===== src/rtl/core/sacl_pkg.sv =====
// Shared types, constants and helpers for the set-associative LRU cache model.
package sacl_pkg;

	// Address and tag width
	localparam int ADDR_W = 64;
	localparam int TAG_W = 64;

	// Recency rank per line, 0 is most recent
	localparam int AGE_W = 3;
	localparam logic [AGE_W-1:0] AGE_MAX = 3'd7;

	// Running totals
	localparam int COUNT_W = 32;
	localparam logic [COUNT_W-1:0] COUNT_MAX = 32'hFFFF_FFFF;

	// Default geometry limits
	localparam int DEF_MAX_SET_BITS = 8;
	localparam int DEF_MAX_WAYS = 8;

	// Configuration port
	localparam int CFG_IDX_W = 2;
	localparam int CFG_DATA_W = 6;
	localparam int SET_BITS_W = 4;
	localparam int BLOCK_BITS_W = 6;
	localparam int WAYS_CFG_W = 4;

	typedef enum logic [CFG_IDX_W-1:0] {
		CFG_SET_BITS   = 2'd0,
		CFG_BLOCK_BITS = 2'd1,
		CFG_WAYS       = 2'd2
	} cfg_idx_t;

	// Access modes; the unused code acts as a load
	typedef enum logic [1:0] {
		MODE_LOAD   = 2'd0,
		MODE_STORE  = 2'd1,
		MODE_MODIFY = 2'd2
	} mode_t;

	// Control sequencer
	typedef enum logic {
		ST_IDLE   = 1'b0,
		ST_LOOKUP = 1'b1
	} state_t;

	// Outcome of one set lookup
	typedef struct packed {
		logic hit;
		logic evicted;
	} lookup_flags_t;

	// Add a small increment to a total, holding at the top value
	function automatic logic [COUNT_W-1:0] sat_add(input logic [COUNT_W-1:0] count,
		input logic [1:0] inc);
		logic [COUNT_W:0] sum;
		sum = {1'b0, count} + {{(COUNT_W-1){1'b0}}, inc};
		return sum[COUNT_W] ? COUNT_MAX : sum[COUNT_W-1:0];
	endfunction

endpackage


===== src/rtl/core/sacl_lookup.sv =====
// Way compare, victim choice and LRU update for one set row.
module sacl_lookup import sacl_pkg::*; #(
	parameter int WAYS = DEF_MAX_WAYS,
	parameter int WAY_W = (WAYS > 1) ? $clog2(WAYS) : 1,
	parameter int WAY_CNT_W = $clog2(WAYS + 1)
) (
	input  logic [WAY_CNT_W-1:0]            n_ways,
	input  logic [TAG_W-1:0]                tag,
	input  logic [WAYS-1:0]                 row_valid,
	input  logic [WAYS-1:0][TAG_W-1:0]      row_tag,
	input  logic [WAYS-1:0][AGE_W-1:0]      row_age,
	output lookup_flags_t                   flags,
	output logic [WAYS-1:0]                 new_valid,
	output logic [WAYS-1:0][TAG_W-1:0]      new_tag,
	output logic [WAYS-1:0][AGE_W-1:0]      new_age
);

	logic [WAYS-1:0]  active;
	logic [WAYS-1:0]  hit_vec;
	logic [WAYS-1:0]  free_vec;
	logic [WAY_W-1:0] hit_way;
	logic [WAY_W-1:0] free_way;
	logic [WAY_W-1:0] victim;
	logic [AGE_W-1:0] best_age;
	logic [WAY_W-1:0] sel_way;
	logic             was_valid;
	logic [AGE_W:0]   ref_age;

	// Compare every active way against the tag
	always_comb begin
		for (int i = 0; i < WAYS; i++) begin
			active[i] = WAY_CNT_W'(i) < n_ways;
			hit_vec[i] = active[i] & row_valid[i] & (row_tag[i] == tag);
			free_vec[i] = active[i] & ~row_valid[i];
		end
	end

	// Pick the lowest hit way and the lowest free way
	always_comb begin
		hit_way = '0;
		free_way = '0;
		for (int i = WAYS - 1; i >= 0; i--) begin
			if (hit_vec[i]) begin
				hit_way = WAY_W'(i);
			end
			if (free_vec[i]) begin
				free_way = WAY_W'(i);
			end
		end
	end

	// Find the lowest active way with the largest age
	always_comb begin
		victim = '0;
		best_age = row_age[0];
		for (int i = 1; i < WAYS; i++) begin
			if (active[i] && (row_age[i] > best_age)) begin
				victim = WAY_W'(i);
				best_age = row_age[i];
			end
		end
	end

	// Choose the way to touch
	always_comb begin
		flags = '0;
		if (|hit_vec) begin
			sel_way = hit_way;
			was_valid = 1'b1;
			flags.hit = 1'b1;
		end else if (|free_vec) begin
			sel_way = free_way;
			was_valid = 1'b0;
		end else begin
			sel_way = victim;
			was_valid = 1'b1;
			flags.evicted = 1'b1;
		end
		ref_age = was_valid ? {1'b0, row_age[sel_way]} : (AGE_W + 1)'(1 << AGE_W);
	end

	// Age the more recent lines, make the touched way most recent
	always_comb begin
		new_valid = row_valid;
		new_tag = row_tag;
		new_age = row_age;
		for (int i = 0; i < WAYS; i++) begin
			if (active[i] && (WAY_W'(i) != sel_way) && row_valid[i] &&
				({1'b0, row_age[i]} < ref_age) && (row_age[i] < AGE_MAX)) begin
				new_age[i] = row_age[i] + AGE_W'(1);
			end
		end
		new_age[sel_way] = '0;
		new_valid[sel_way] = 1'b1;
		new_tag[sel_way] = tag;
	end

endmodule


===== config.mk =====
export PLATFORM = sky130hd
export DESIGN_NAME = sacl_lookup
export DESIGN_NICKNAME = d
export VERILOG_FILES = /design/src/rtl/core/sacl_pkg.sv /design/src/rtl/core/sacl_lookup.sv
export SDC_FILE = /design/constraint.sdc
export NUM_CORES = 1
export LEC_CHECK = 0
export BUFFER_PORTS_ARGS = -buffer_cell sky130_fd_sc_hd__buf_2
export CAP_MARGIN = 0
export CORE_AREA = 2 2 445 447
export DETAILED_ROUTE_END_ITERATION = 8
export DIE_AREA = 0 0 447 449
export SLEW_MARGIN = 20
export SYNTH_ARGS = -nofsm -noshare
export SYNTH_HDL_FRONTEND = slang
export SYNTH_SLANG_ARGS = --single-unit

===== constraint.sdc =====
create_clock -name vclk -period 28.7
set_input_delay 4.305 -clock vclk [all_inputs]
set_output_delay 4.305 -clock vclk [all_outputs]
set_load 0.005 [all_outputs]

# == After elaboration in Yosys (flattened, before gate mapping) ==
# Index checks and enable logic that the tools add are counted.
# W data, S select, Z words.
# word_totals
output_inout_bits,546
reg_bits,0
in_bits,612
elab_cells,187
# op_classes
mux,53
n_eq_ne,15
n_reduce_logical,43
add_sub_neg,8
bitwise_logic,35
n_lt_le_gt_ge,33
# ops
op,count
$bwmux W512,1
$eq A64 B64 Y1,8
$demux W64 S3,1
$mux W3,40
$mux W64,1
$logic_and A1 B1 Y1,40
$lt A3 B4 Y1,8
$add A3 B1 Y3 const B,8
$and A1 B1 Y1,24
$and A24 B24 Y24,1
$lt A3 B3 Y1 const B,8
$not A24 Y24,1
$gt A3 B3 Y1,7
$lt A3 B4 Y1 const A,4
$reduce_or A8 Y1,2
$ne A3 B3 Y1 const A,4
$bmux W3 S3,1
$demux W3 S3,1
$lt A1 B4 Y1 const A,2
$lt A2 B4 Y1 const A,2
$not A1 Y1,8
$or A8 B8 Y8,1
$mux W1,6
$ne A2 B3 Y1 const A,2
other kinds (6),6

# == Depth between registers and ports, before layout ==
# Gate-level depths: netlist of run 1.
# depth
ltp_word,31
depth_mapped,68
mapped_depth_nobuf,65

# == Least setup slack after synthesis of run 1 ==
# Ideal clock, no wire load.
# synth_timing
kind,input -> output
from,in row_age[2] (netlist bit)
to,out new_age[23] (netlist bit)
path_stages,56
n_path_buf,2
setup_slack_ns,8.704
arrival_time_ns,15.691
required_ns,24.395
path_cell_list,inv_1 > ha_1 > nand2_1 > o21ai_1 > nand2_1 > o21ai_0 > ha_1 > or3b_2 > a41o_1 > nor4_2 > inv_1 > nand2_1 > mux2_2 > ha_1 > nor2_1 > nand2_1 > nand2_1 > o221ai_1 > (+20 left out) > a21o_1 > a21oi_1 > a311oi_1 > nor3_1 > nand2_1 > o31a_1 > buf_2 > clkbuf_1 > a21oi_1 > mux2_2 > o21ai_0 > nand2_1 > ha_1 > a21oi_1 > o2111ai_1 > nor3b_1 > a21oi_1 > mux2_2
# synth_rtl
element,line,rtl
from (decl),sacl_lookup.sv:11,"input logic [WAYS-1:0][AGE_W-1:0] row_age,"
to (decl),sacl_lookup.sv:15,output logic [WAYS-1:0][AGE_W-1:0] new_age

==> results of run 1 <==
stage by stage:
| step | worst slack [ns] | instances | hold WS, ns | total power, mW | util |
|---|---|---|---|---|---|
| CTS | 6.002 | 5591 | 8.919 | 0.5745 | 0.1220 |
| global route | 4.811 | 5615 | 8.939 | 0.5869 | 0.1224 |
| finish | 5.982 | 5686 | 8.922 | 0.5694 | 0.1233 |
| global placement | 5.713 | 5591 | 8.911 | 0.5754 | 0.1220 |
| floorplan | 8.704 | 1930 | 8.665 | 0.2261 | - |
| detailed placement | 6.038 | 5591 | 8.918 | 0.5718 | 0.1220 |
cell usage after synthesis (all sizes together) (16+ instances only):
cell and instances:
xnor2 195, inv 42, nand3 29, and2 16
nand4 64, mux2i 21, o21ai 74, xor2 301
buf 122, nand2 120, nor2 50, ha 37
mux2 476, a21oi 32, nor4 89, nor3 26
nand2b 18, clkbuf 77
worst paths after layout:
check / end / slack [ns] / cells past startpoint
max: new_age[17] / 5.98 / 58
min: new_tag[367] / 8.92 / 4
layer usage:
metal	part of all wire	track usage	up-vias
met3	0.12	0.1231	605
met4	0.059	0.1102	250
met1	0.34	0.2634	11000
met5	0.0062	0	-
li1	-	-	9035
met2	0.48	0.4457	1664
kinds of logic (layout without fill, tap and decap cells):
logic type	Yosys count	count (layout)
XOR/XNOR	496	496
multiplexers	497	497
other	0	95
adder cells (fa/ha/maj)	37	37
buffers and inverters	241	1262
AND/OR/NAND/NOR	460	460
AO/OA/AOI/OAI	199	199
power breakdown:
group / leakage [nW] / switching [mW] / internal [mW]
Sequential: 0 / 0 / 0
Combinational: 10.1 / 0.374 / 0.196
Clock: 0.000607 / 0 / 0.000000167
worst min-delay path, delay by kind of cell:
family          cells  cell delay, ns
compound gates      1            0.05
simple gates        1            0.04
buf+inv             2            0.21
layout make-up:
class,instances,share of cell area
well taps,2640,0.1366
inverters,42,0.006517
repair buffers,1220,0.2588
diodes,95,0.009828
multi-input cells,1689,0.5883
==> flow_metrics.env, run 1 <==
export IMPL_vias_per_cell=3.967
export IMPL_start_util=0.07761
export IMPL_yosysSeqAreaShare=0
export IMPL_worstHoldPathType="primary input to output port"
export IMPL_p_leak_nw=10.14
export IMPL_overflow=0
export IMPL_critPathArrivalTime_ns=18.41
export IMPL_final_area_um2=24190
export IMPL_num_vias=22560
export IMPL_dp_hpwl_mm=241.9
export IMPL_fill_cells=23190
export IMPL_critPathKind="primary input to output port"
export IMPL_final_hold_violation_count=0
export IMPL_synth_area_um2=15230
export IMPL_crit_buf_inv=5
export IMPL_routed_wl_mm=271.4
export IMPL_period_minus_slack_ns=22.72
export IMPL_synth_top_family_by_area="multiplexers"
export IMPL_setup_viol=0
export IMPL_ys_warnings_count=0
export IMPL_p_per_area_nw_per_um2=23.54
export IMPL_drt_pass1_iterations=5
export IMPL_postRouteAntennaNets=0
export IMPL_core_area_um2=196200
export IMPL_grt_pass1_wl_mm=315.6
export IMPL_std_cell_rows=163
export IMPL_crit_fanout=17
export IMPL_wl_per_cell_um=47.73
export IMPL_synthSimpleGateAreaFrac=0.1604
export IMPL_final_common_cell="buf_2"
export IMPL_synthMuxAreaShare=0.3658
export IMPL_cp_startpoint="row_age[2]"
export IMPL_synth_adder_area_share=0.03040
export IMPL_drc=0
export IMPL_cts_hold_buf=0
export IMPL_syn_nets=2579
export IMPL_synth_distinct_cells=70
export IMPL_rsz0062_at_grt="no"
export IMPL_fmax_mhz=44.02
export IMPL_synth_xor_area_share=0.2853
export IMPL_cp_required_ns=24.40
export IMPL_postCtsResizedCells=0
export IMPL_synth_top_area_frac=0.3099
export IMPL_drv_cap=0
export IMPL_syn_to_final_growth_pct=58.86
export IMPL_ioPinCount=1158
export IMPL_finalNetCount=3602
export IMPL_seq_cells=0
export IMPL_hold_start="row_tag[367]"
export IMPL_crit_path_max_incr_delay_ns=0.80
export IMPL_ff_latch_area_um2=0
export IMPL_layout_cells_most_common_list="buf_2 (1158), mux2_2 (419), xor2_1 (301), xnor2_1 (195), nand2_1 (119)"
export IMPL_period_share=0.7916
export IMPL_clkbuf_count=0
export IMPL_cp_top_family="compound AO/OA/AOI/OAI gates"
export IMPL_postPlaceCellArea_um2=23950
export IMPL_critical_path_endpoint_type="output port"
export IMPL_fp_dieH_um=449
export IMPL_synth_compound_area_frac=0.08439
export IMPL_synth_top_cell_by_area="mux2_2"
export IMPL_synth_area_leaders="mux2_2 (31%), xor2_1 (17%), xnor2_1 (11%)"
export IMPL_crit_top_cell="nand2_1"
export IMPL_fp_dieArea_um2=200700
export IMPL_relSlewSlack=0.1290
export IMPL_tightest_slew_ns=1.295
export IMPL_antenna_found_initial=327
export IMPL_grt_total_usage=0.2578
export IMPL_drive_gt1_frac=0.5669
export IMPL_start_kind="primary input"
export IMPL_vdd_ir_drop_worst_v=0.00001663
export IMPL_first_global_vias=20190
export IMPL_status="complete, no violations"
export IMPL_syn_area_per_cell_um2=7.890
export IMPL_cts_setup_buffers=0
export IMPL_synth_cells=1930
export IMPL_die_width_um=447
export IMPL_finalMaxSlewViolations=0
export IMPL_drtIter0Drc=2013
export IMPL_fin_tns_setup_ns=0
export IMPL_cp_slowest_cell="a311oi_1"
export IMPL_place_gp_congestion=0.9194
export IMPL_numPortBuffers=1158
export IMPL_grt_max_degree=62
export IMPL_multi_input_area_um2=14230
(Power assumes the default switching activity.)
==> run 2: changes to the inputs <==
Settings changed: CORE_AREA 2 2 445 447 to 2 2 456 458, DIE_AREA 0 0 447 449 to 0 0 458 460.
Clock period 28.7 ns to 18.3 ns, I/O delays scaled along.
==> run 2 against run 1 <==
Hold slack lost 3.1 ns; critical path depth grew 7; sequential cell count is the same; largest cell class unchanged; highest routed layer unchanged.
==> flow_metrics.env, run 2 (synthesized netlist as in run 1, its figures left out) <==
export IMPL_dp_hpwl_mm=255.5
export IMPL_antenna_found_initial=402
export IMPL_relSlewSlack=0.2175
export IMPL_fmax_mhz=57.36
export IMPL_layout_cells_most_common_list="buf_2 (1157), mux2_2 (419), xor2_1 (301), xnor2_1 (195), buf_4 (137)"
export IMPL_overflow=0
export IMPL_start_kind="primary input"
export IMPL_min_path_cells=3
export IMPL_seq_cells=0
export IMPL_setup_viol=0
export IMPL_critical_path_endpoint_type="output port"
export IMPL_crit_path_max_incr_delay_ns=0.48
export IMPL_fp_dieArea_um2=210700
export IMPL_worstHoldPathType="primary input to output port"
export IMPL_grt_max_degree=55
export IMPL_wl_per_cell_um=48.50
export IMPL_final_common_cell="buf_2"
export IMPL_grt_total_usage=0.2580
export IMPL_clkbuf_count=0
export IMPL_cp_slowest_cell="or3b_2"
export IMPL_postPlaceCellArea_um2=24920
export IMPL_hold_end="new_tag[26]"
export IMPL_finalNetCount=3694
export IMPL_final_area_um2=25350
export IMPL_ff_latch_area_um2=0
export IMPL_drv_cap=0
export IMPL_numPortBuffers=1158
export IMPL_finalMaxSlewViolations=0
export IMPL_std_cell_rows=167
export IMPL_instances_no_fill=5886
export IMPL_setup_slack_ns=0.8670
export IMPL_post_place_ws_ns=0.4730
export IMPL_postRouteAntennaNets=0
export IMPL_p_leak_nw=10.67
export IMPL_drc=0
export IMPL_first_global_vias=20710
export IMPL_final_core_util=0.1230
export IMPL_critPathKind="primary input to output port"
export IMPL_vias_per_cell=3.962
export IMPL_drt_pass1_iterations=5
export IMPL_drive_gt1_frac=0.5843
export IMPL_syn_to_final_growth_pct=66.48
export IMPL_period_minus_slack_ns=17.43
export IMPL_core_area_um2=206000
export IMPL_drtIter0Drc=2403
export IMPL_final_hold_violation_count=0
export IMPL_crit_fanout=6
export IMPL_die_width_um=458
export IMPL_routed_wl_mm=285.5
export IMPL_critPathArrivalTime_ns=14.69
export IMPL_status="complete, no violations"
export IMPL_fin_tns_setup_ns=0
export IMPL_place_inst=5744
export IMPL_crit_top_cell="nand2_1"
export IMPL_start_util=0.07391
export IMPL_vdd_ir_drop_worst_v=0.00001630
export IMPL_p_per_area_nw_per_um2=36.81
export IMPL_grt_pass1_wl_mm=330.3
export IMPL_num_vias=23320
export IMPL_fp_dieH_um=460
export IMPL_cp_required_ns=15.55
export IMPL_hold_start="row_tag[26]"
export IMPL_period_share=0.9526
export IMPL_tightest_slew_ns=1.174
export IMPL_place_gp_congestion=0.9226
export IMPL_ioPinCount=1158
[run 2: cell count changes in the layout (fill, tap and decap cells not counted), moves of 4 or more]
cell / change
buf_12: +18
buf_4: +75
diode_2: +44
nor4_1: -4
nor4_2: +6
[run 2: worst max path at each step]
| stage | startpoint | end | slack, ns | cells after the start |
|---|---|---|---|---|
| 6_report | row_age[2] | new_age[21] | 0.87 | 65 |
| 5_1_grt | row_age[2] | new_age[16] | -0.04 | 66 |
| 4_1_cts | n_ways[1] | new_age[16] | 0.41 | 62 |
| 3_5_place_dp | n_ways[1] | new_age[16] | 0.47 | 62 |
| 3_3_place_gp | n_ways[1] | new_age[16] | 0.39 | 63 |
| 2_1_floorplan | row_age[2] | new_age[23] | 1.42 | 56 |
[run 2: what timing repair did]
item | CTS | global route
hold buffers | 0 | 0
gates resized for setup | 0 | 14
setup endpoints to repair | 0 | 24
buffers inserted | 0 | 3
[run 2: power by group]
group          leakage, nW  internal, mW  switching (mW)
Combinational         10.7         0.340           0.593
Clock             0.000881   0.000000375               0
Sequential               0             0               0
Total                 10.7         0.340           0.593
[run 2: final cells by class]
class / instances / area (um^2)
inverter: 42 / 157.7
multi-input combinational: 1689 / 14280
tap: 2704 / 3383
fill: 24100 / 180700
antenna: 139 / 347.8
timing repair buffer: 1312 / 7179
[run 2: critical path, delay by kind of cell]
kind	cells	cell delay, ns
AO/OA/AOI/OAI	23	4.14
adder cells (fa/ha/maj)	8	2.27
buffers and inverters	8	1.09
multiplexers	5	1.76
AND/OR/NAND/NOR	21	2.68
[run 2: per-stage QoR]
stage               hold WS [ns]  power, mW
finish                     5.803     0.9332
global route               5.818     0.9687
CTS                        5.806     0.9390
detailed placement         5.806     0.9346
global placement           5.804     0.9391
floorplan                  5.545     0.3546
[run 2: metal layers]
metal	GRT usage	share of wire	routed length, um	vias up
li1	-	-	-	9298
met1	0.2821	0.36	103900	11240
met2	0.4261	0.46	130200	1944
met3	0.1277	0.13	35790	598
met4	0.09947	0.049	14030	242
met5	0	0.0056	1588	-
